<file path="config.mk">
export PLATFORM = sky130hd
export DESIGN_NAME = ata_pio_lba28_sequencer
export DESIGN_NICKNAME = d
export VERILOG_FILES = /design/src/sv/ata_pio_pkg.sv /design/src/sv/ata_pio_lba28_sequencer.sv
export SDC_FILE = /design/constraint.sdc
export NUM_CORES = 1
export LEC_CHECK = 0
export ABC_AREA = 1
export BUFFER_PORTS_ARGS = -buffer_cell sky130_fd_sc_hd__buf_2
export CELL_PAD_IN_SITES_DETAIL_PLACEMENT = 2
export CELL_PAD_IN_SITES_GLOBAL_PLACEMENT = 2
export CORE_AREA = 8 8 174 127
export CTS_CLUSTER_DIAMETER = 200
export DETAILED_ROUTE_END_ITERATION = 10
export DIE_AREA = 0 0 182 135
export PLACE_DENSITY_LB_ADDON = 0.1
export SKIP_CTS_REPAIR_TIMING = 1
export SLEW_MARGIN = 30
export SYNTH_ARGS = -nofsm -noshare
export SYNTH_HDL_FRONTEND = slang
export SYNTH_SLANG_ARGS = --single-unit
</file>
<file path="constraint.sdc">
create_clock -name clk -period 8.7 [get_ports clk]
set_input_delay 1.305 -clock clk [delete_from_list [all_inputs] [get_ports clk]]
set_output_delay 1.305 -clock clk [all_outputs]
set_load 0.02 [all_outputs]
</file>
<file path="src/sv/ata_pio_pkg.sv">
// types, codes and constants of the ata pio lba28 sequencer
package ata_pio_pkg;

    localparam int WORDS_PER_SECTOR = 256;
    localparam int WPS_SHIFT = $clog2(WORDS_PER_SECTOR);
    localparam int REG_WRITES = 6;

    localparam logic [15:0] POLL_LIMIT_RESET = 16'd10000;
    localparam logic [8:0] BASE_PRIMARY = 9'h1f0;
    localparam logic [8:0] BASE_SECONDARY = 9'h170;
    localparam logic [7:0] DH_LBA_MODE = 8'h40;
    localparam logic [7:0] CMD_READ = 8'h20;
    localparam logic [7:0] CMD_WRITE = 8'h30;
    localparam int ST_BSY_BIT = 7;
    localparam int ST_DRQ_BIT = 3;

    localparam logic [2:0] REQ_READ = 3'd0;
    localparam logic [2:0] REQ_WRITE = 3'd1;
    localparam logic [2:0] REQ_STATUS = 3'd2;
    localparam logic [2:0] REQ_DRIVE_WORD = 3'd3;
    localparam logic [2:0] REQ_HOST_WORD = 3'd4;

    localparam logic [1:0] KIND_REG = 2'd0;
    localparam logic [1:0] KIND_DATA_OUT = 2'd1;
    localparam logic [1:0] KIND_DATA_IN = 2'd2;
    localparam logic [1:0] KIND_DONE = 2'd3;

    localparam logic [1:0] ERR_OK = 2'd0;
    localparam logic [1:0] ERR_DRIVE = 2'd1;
    localparam logic [1:0] ERR_TIMEOUT = 2'd2;
    localparam logic [1:0] ERR_RANGE = 2'd3;

    localparam logic [2:0] OFS_DATA = 3'd0;
    localparam logic [2:0] OFS_COUNT = 3'd2;
    localparam logic [2:0] OFS_LBA_LO = 3'd3;
    localparam logic [2:0] OFS_LBA_MID = 3'd4;
    localparam logic [2:0] OFS_LBA_HI = 3'd5;
    localparam logic [2:0] OFS_DRIVE_HEAD = 3'd6;
    localparam logic [2:0] OFS_COMMAND = 3'd7;

    typedef enum logic [1:0] {
        PH_IDLE,
        PH_WAIT_BSY,
        PH_WAIT_DRQ,
        PH_XFER
    } phase_t;

    typedef struct packed {
        logic [2:0]  req_type;
        logic [3:0]  drive_id;
        logic [31:0] start_lba;
        logic [8:0]  sector_count;
        logic [7:0]  status_byte;
        logic [15:0] data_word;
    } req_t;

    typedef struct packed {
        logic [1:0]  out_kind;
        logic [8:0]  channel_base;
        logic [2:0]  reg_offset;
        logic [7:0]  reg_value;
        logic [15:0] out_word;
        logic [1:0]  error_code;
        logic        last;
    } res_t;

endpackage

</file>
<file path="src/sv/ata_pio_lba28_sequencer.sv">
// top level of the ata pio lba28 host sequencer
//
// in channel: in_valid / in_stall carry requests (start read or write, status
// samples, data words from drive or host). out channel: out_valid / out_stall
// carry results (task-file register writes, data words, completions).
// a request is taken into the sequence state in the cycle of its transfer and
// its first result shows on the output register in the following cycle.
// a request causing at most one result is taken every cycle while the output
// side does not stall; a result waiting in the output register does not block
// the next request, the two move in the same cycle.
// the ready-for-command sample causes six register writes, shown one per cycle from
// the output register while out_stall is low; a data word ending the sector run
// causes the word and then the completion. in_stall stays high while more than the
// last of these remains, and also while one result waits and out_stall is high.
// out_stall holds the current result steady; nothing is lost.
// reset (rst_n low, asynchronous) returns to idle, empties the output register
// and sets poll_limit to 10000. cfg_we writes poll_limit from cfg_wdata.
module ata_pio_lba28_sequencer (
    input  logic                clk,
    input  logic                rst_n,
    input  logic                in_valid,
    output logic                in_stall,
    input  ata_pio_pkg::req_t   in_data,
    output logic                out_valid,
    input  logic                out_stall,
    output ata_pio_pkg::res_t   out_data,
    input  logic                cfg_we,
    input  logic [15:0]         cfg_wdata
);
    import ata_pio_pkg::*;

    phase_t      phase_reg, phase_next;
    logic        is_write_reg, is_write_next;
    logic        secondary_reg, secondary_next;
    logic        slave_reg, slave_next;
    logic [27:0] lba_reg, lba_next;
    logic [7:0]  count_reg, count_next;
    logic [15:0] poll_cnt_reg, poll_cnt_next;
    logic [15:0] words_left_reg, words_left_next;
    logic [15:0] poll_limit_reg;
    logic [2:0]  pend_reg, pend_next;
    res_t        res_reg, res_next;

    logic        in_xfer;
    logic        out_take;
    logic [8:0]  base;
    logic [15:0] poll_inc;
    logic [15:0] words_dec;
    logic [2:0]  new_n;
    res_t        new_res;

    function automatic res_t done_res(input logic [8:0] b, input logic [1:0] err);
        res_t r;
        r = '0;
        r.out_kind = KIND_DONE;
        r.channel_base = b;
        r.error_code = err;
        return r;
    endfunction

    function automatic res_t reg_res(input logic [2:0] idx, input logic [8:0] b,
                                     input logic slave, input logic wr,
                                     input logic [27:0] lba, input logic [7:0] cnt);
        res_t r;
        r = '0;
        r.out_kind = KIND_REG;
        r.channel_base = b;
        case (idx)
            3'd0:
            begin
                r.reg_offset = OFS_DRIVE_HEAD;
                r.reg_value = DH_LBA_MODE | {3'b000, slave, lba[27:24]};
            end
            3'd1:
            begin
                r.reg_offset = OFS_COUNT;
                r.reg_value = cnt;
            end
            3'd2:
            begin
                r.reg_offset = OFS_LBA_LO;
                r.reg_value = lba[7:0];
            end
            3'd3:
            begin
                r.reg_offset = OFS_LBA_MID;
                r.reg_value = lba[15:8];
            end
            3'd4:
            begin
                r.reg_offset = OFS_LBA_HI;
                r.reg_value = lba[23:16];
            end
            default:
            begin
                r.reg_offset = OFS_COMMAND;
                r.reg_value = wr ? CMD_WRITE : CMD_READ;
            end
        endcase
        return r;
    endfunction

    assign out_valid = (pend_reg != 3'd0);
    assign out_data = res_reg;
    assign out_take = out_valid && !out_stall;
    assign in_stall = (pend_reg > 3'd1) || ((pend_reg == 3'd1) && out_stall);
    assign in_xfer = in_valid && !in_stall;
    assign base = secondary_reg ? BASE_SECONDARY : BASE_PRIMARY;
    assign poll_inc = poll_cnt_reg + 16'd1;
    assign words_dec = words_left_reg - 16'd1;

    always_ff @(posedge clk or negedge rst_n)
    begin
        if (!rst_n)
        begin
            phase_reg <= PH_IDLE;
            is_write_reg <= 1'b0;
            secondary_reg <= 1'b0;
            slave_reg <= 1'b0;
            lba_reg <= '0;
            count_reg <= '0;
            poll_cnt_reg <= '0;
            words_left_reg <= '0;
            poll_limit_reg <= POLL_LIMIT_RESET;
            pend_reg <= '0;
        end
        else
        begin
            phase_reg <= phase_next;
            is_write_reg <= is_write_next;
            secondary_reg <= secondary_next;
            slave_reg <= slave_next;
            lba_reg <= lba_next;
            count_reg <= count_next;
            poll_cnt_reg <= poll_cnt_next;
            words_left_reg <= words_left_next;
            pend_reg <= pend_next;
            if (cfg_we)
            begin
                poll_limit_reg <= cfg_wdata;
            end
        end
    end

    always_ff @(posedge clk)
    begin
        res_reg <= res_next;
    end

    always_comb
    begin
        phase_next = phase_reg;
        is_write_next = is_write_reg;
        secondary_next = secondary_reg;
        slave_next = slave_reg;
        lba_next = lba_reg;
        count_next = count_reg;
        poll_cnt_next = poll_cnt_reg;
        words_left_next = words_left_reg;
        new_n = 3'd0;
        new_res = '0;

        if (in_xfer)
        begin
            case (in_data.req_type)
                REQ_READ, REQ_WRITE:
                begin
                    if (phase_reg == PH_IDLE)
                    begin
                        if (in_data.drive_id > 4'd3)
                        begin
                            new_res = done_res(9'd0, ERR_DRIVE);
                            new_n = 3'd1;
                        end
                        else if ((in_data.start_lba[31:28] != 4'd0) ||
                                 in_data.sector_count[8])
                        begin
                            new_res = done_res(9'd0, ERR_RANGE);
                            new_n = 3'd1;
                        end
                        else
                        begin
                            is_write_next = (in_data.req_type == REQ_WRITE);
                            secondary_next = in_data.drive_id[1];
                            slave_next = in_data.drive_id[0];
                            lba_next = in_data.start_lba[27:0];
                            count_next = in_data.sector_count[7:0];
                            poll_cnt_next = '0;
                            words_left_next = '0;
                            phase_next = PH_WAIT_BSY;
                        end
                    end
                end
                REQ_STATUS:
                begin
                    if (phase_reg == PH_WAIT_BSY)
                    begin
                        if (!in_data.status_byte[ST_BSY_BIT])
                        begin
                            new_res = reg_res(3'd0, base, slave_reg, is_write_reg,
                                              lba_reg, count_reg);
                            new_n = 3'(REG_WRITES);
                            poll_cnt_next = '0;
                            phase_next = PH_WAIT_DRQ;
                        end
                        else
                        begin
                            poll_cnt_next = poll_inc;
                            if (poll_inc >= poll_limit_reg)
                            begin
                                new_res = done_res(base, ERR_TIMEOUT);
                                new_n = 3'd1;
                                phase_next = PH_IDLE;
                            end
                        end
                    end
                    else if (phase_reg == PH_WAIT_DRQ)
                    begin
                        if (!in_data.status_byte[ST_BSY_BIT] &&
                            in_data.status_byte[ST_DRQ_BIT])
                        begin
                            words_left_next = 16'(count_reg) << WPS_SHIFT;
                            if (count_reg == 8'd0)
                            begin
                                new_res = done_res(base, ERR_OK);
                                new_n = 3'd1;
                                phase_next = PH_IDLE;
                            end
                            else
                            begin
                                phase_next = PH_XFER;
                            end
                        end
                        else
                        begin
                            poll_cnt_next = poll_inc;
                            if (poll_inc >= poll_limit_reg)
                            begin
                                new_res = done_res(base, ERR_TIMEOUT);
                                new_n = 3'd1;
                                phase_next = PH_IDLE;
                            end
                        end
                    end
                end
                REQ_DRIVE_WORD, REQ_HOST_WORD:
                begin
                    if ((phase_reg == PH_XFER) &&
                        ((in_data.req_type == REQ_HOST_WORD) == is_write_reg))
                    begin
                        new_res = '0;
                        new_res.out_kind = is_write_reg ? KIND_DATA_OUT : KIND_DATA_IN;
                        new_res.channel_base = base;
                        new_res.reg_offset = OFS_DATA;
                        new_res.out_word = in_data.data_word;
                        new_n = 3'd1;
                        words_left_next = words_dec;
                        if (words_dec == 16'd0)
                        begin
                            new_n = 3'd2;
                            phase_next = PH_IDLE;
                        end
                    end
                end
                default:
                begin
                end
            endcase
        end

        // output register: a new burst replaces the finished one
        res_next = res_reg;
        pend_next = pend_reg;
        if (new_n != 3'd0)
        begin
            res_next = new_res;
            res_next.last = (new_n == 3'd1);
            pend_next = new_n;
        end
        else if (out_take)
        begin
            pend_next = pend_reg - 3'd1;
            if (pend_reg > 3'd1)
            begin
                if (res_reg.out_kind == KIND_REG)
                begin
                    res_next = reg_res(3'(REG_WRITES) + 3'd1 - pend_reg, base, slave_reg,
                                       is_write_reg, lba_reg, count_reg);
                end
                else
                begin
                    res_next = done_res(base, ERR_OK);
                end
                res_next.last = (pend_reg == 3'd2);
            end
        end
    end

endmodule
</file>
==> metrics.cfg <==
[routing]
drtPass1Iterations = 4
ant_nets = 0
drt_wl_total_mm = 22.8
vias_per_cell = 5.04
vias = 5880
drt_iter0_markers = 301
wl_per_cell_um = 19.5
drc = 0

[worst_setup_path]
cp_slowest_stage_delay_ns = 0.44
crit_required_ns = 8.88
crit_path_end_kind = register
timing.setup.critical_path_class = register to register
crit_slowest_cell = dfrtp_1
arrival_ns = 5.30
critical_path.startpoint_type = register
crit_fanout = 21

[clock_network]
cts_root_buf = clkbuf_16
cts_inserted_buffers = 17
cts_max_level = 4
clk_pin_slew_ns = 0.06
clock_latency_ns = 0.42
ctsLongestPathBuffers = 2
cts_tree = built
clock_sinks = 126

[timing]
rsz0062_at_grt = false
finalCriticalPeriod_ns = 5.13
fin_skew_ns = 0.00974
slew_headroom = 0.563
max_freq_mhz = 195
finalSetupViolCount = 0
period_share = 0.589
finalSetupTns_ns = 0
tightest_slew_ns = 0.656
final-hold-violation-count = 0
slew_violations = 0

[run_status]
status = completed

[floorplan]
fp.dieArea_mm2 = 0.0246
num_rows = 43
core_mm2 = 0.0194
io_pins = 136
die_h_um = 135
die_x_um = 182
start_util = 0.354

[yosys]
synth_area_mm2 = 0.00686
seq_area_frac_synth = 0.485
synthArstFlopShare = 0.730
synthAdderAreaFrac = 0.0511
ys_types = 44
synthCells = 778
muxShareOfSynthArea = 0.0640
yosys_warnings = 0
synth_edf_count = 34
synthFlopType = dfrtp_1
avgSynthCellArea_um2 = 8.81
synth_top_family_by_area = simple AND/OR/NAND/NOR gates
yosys_register_bits = 126
synthXorXnorAreaFrac = 0.0268
synth-simple-area-share = 0.203
synth_compound_area_frac = 0.0858

[global_routing]
grt_usage = 0.190
grt_pass1_wl_mm = 36.7
grt_pass1_vias = 6726
antenna_found_initial = 2
grt_max_degree = 70
grt_overflow_total = 0

[power]
power.density_mw_per_mm2 = 270
ir_worst_vdd_v = 0.000134
p_leak_nw = 4.04

[placed_design]
dp_cells = 1132
numPortBuffers = 125
dp_hpwl_mm = 17.2
globalplace.congestion = 0.836

[job]
max_cap_violations = 0

[worst_hold_path]
hold_class = register to register

[final_layout]
syn2layout_area_growth_pct = 21.1
drive_above_1_share = 0.243
nNetsFinal = 1025
fin_cells = 1166
largest_reg_flops = 34
layout_common_cells = nand2_1 (169), buf_2 (124), inv_1 (110)
final_common_cell = nand2_1

-- stage by stage --
step / power (mW) / hold WS (ns) / setup slack (ns) / instance area [um2] / util
4_1_cts: 2.27 / 0.514 / 3.55 / 8290 / 0.428
6_report: 2.24 / 0.506 / 3.57 / 8300 / 0.429
3_3_place_gp: 1.48 / 0.487 / 4.01 / 7690 / 0.397
5_1_grt: 2.38 / 0.524 / 3.18 / 8300 / 0.429
3_5_place_dp: 1.56 / 0.500 / 3.66 / 7730 / 0.399
2_1_floorplan: 1.29 / 0.465 / 4.20 / 6870 / -
-- layout make-up --
class                   count  area (um2)
diodes                      2        5.00
clock buffers              19         454
clock inverters            13         114
fillers                  2175       11100
inverters                 115         434
multi-input cells         517        2990
flip-flops and latches    126        3330
well taps                 247         309
repair buffers            127         667
-- synthesized netlist by cell type (2+ instances only) --
cell type | n | area (um2)
nand2_2 | 6 | 37.5
nand2_4 | 2 | 22.5
o221ai_1 | 3 | 26.3
a221oi_1 | 2 | 17.5
nor4_1 | 3 | 18.8
nand2_1 | 169 | 634
nor3_1 | 9 | 45.0
o22ai_1 | 13 | 81.3
a31oi_1 | 3 | 18.8
nor2_1 | 75 | 282
clkbuf_1 | 8 | 30.0
clkinv_1 | 3 | 11.3
ha_1 | 28 | 350
xnor2_1 | 2 | 17.5
buf_4 | 7 | 52.6
a22o_1 | 3 | 26.3
mux2_2 | 39 | 439
dfstp_2 | 5 | 131
nand3_1 | 40 | 200
buf_2 | 6 | 30.0
nor2_4 | 5 | 56.3
dfrtp_1 | 87 | 2180
a22oi_1 | 2 | 15.0
a21oi_1 | 17 | 85.1
inv_1 | 110 | 413
o21ai_0 | 50 | 250
nand4_1 | 8 | 50.1
o211ai_1 | 4 | 30.0
xor2_1 | 19 | 166
edfxtp_1 | 34 | 1020
nor2_2 | 3 | 18.8
-- logic make-up (layout without fill, tap and decap cells) --
logic type      count (synthesis)  count (layout)
flops                         126             126
fa+ha+maj                      28              28
mux                            39              39
other cells                     1               6
simple gates                  323             323
buf+inv                       138             274
xor+xnor                       21              21
compound gates                102             102
-- worst max-delay path, delay by kind of cell, from the launching register on --
kind            cells  cell delay (ns)
xor+xnor            1             0.24
simple gates       14             2.19
flops               1             0.44
compound gates      3             0.71
buf+inv             5             0.75
fa+ha+maj           2             0.54
-- worst paths after layout --
| kind | from | endpoint | slack, ns | depth (start not counted) |
|---|---|---|---|---|
| setup reg to reg | poll_cnt_reg[0] | out_data[3] | 3.57 | 25 |
| min in group asynchronous | rst_n | words_left_reg[6] | 0.80 | 1 |
| setup / recovery | poll_cnt_reg[0] | out_data[3] | 3.57 | 25 |
| max in group asynchronous | rst_n | slave_reg | 6.94 | 2 |
| hold / removal | poll_limit_reg[10] | poll_limit_reg[10] | 0.51 | 2 |
| hold reg to reg | poll_limit_reg[10] | poll_limit_reg[10] | 0.51 | 2 |
-- power breakdown --
group | switching, mW | internal [mW] | total, mW
Combinational | 0.492 | 0.240 | 0.732
Clock | 0.282 | 0.410 | 0.692
Sequential | 0.0852 | 0.733 | 0.818
-- metal layers --
layer | GRT usage | vias to the layer above | wire (um)
met1 | 0.239 | 2961 | 10500
met2 | 0.321 | 113 | 11000
met5 | 0 | - | 0
met3 | 0.0446 | 22 | 1040
met4 | 0.0522 | 0 | 294
li1 | - | 2784 | -
Power figures use the tool's default switching activity.
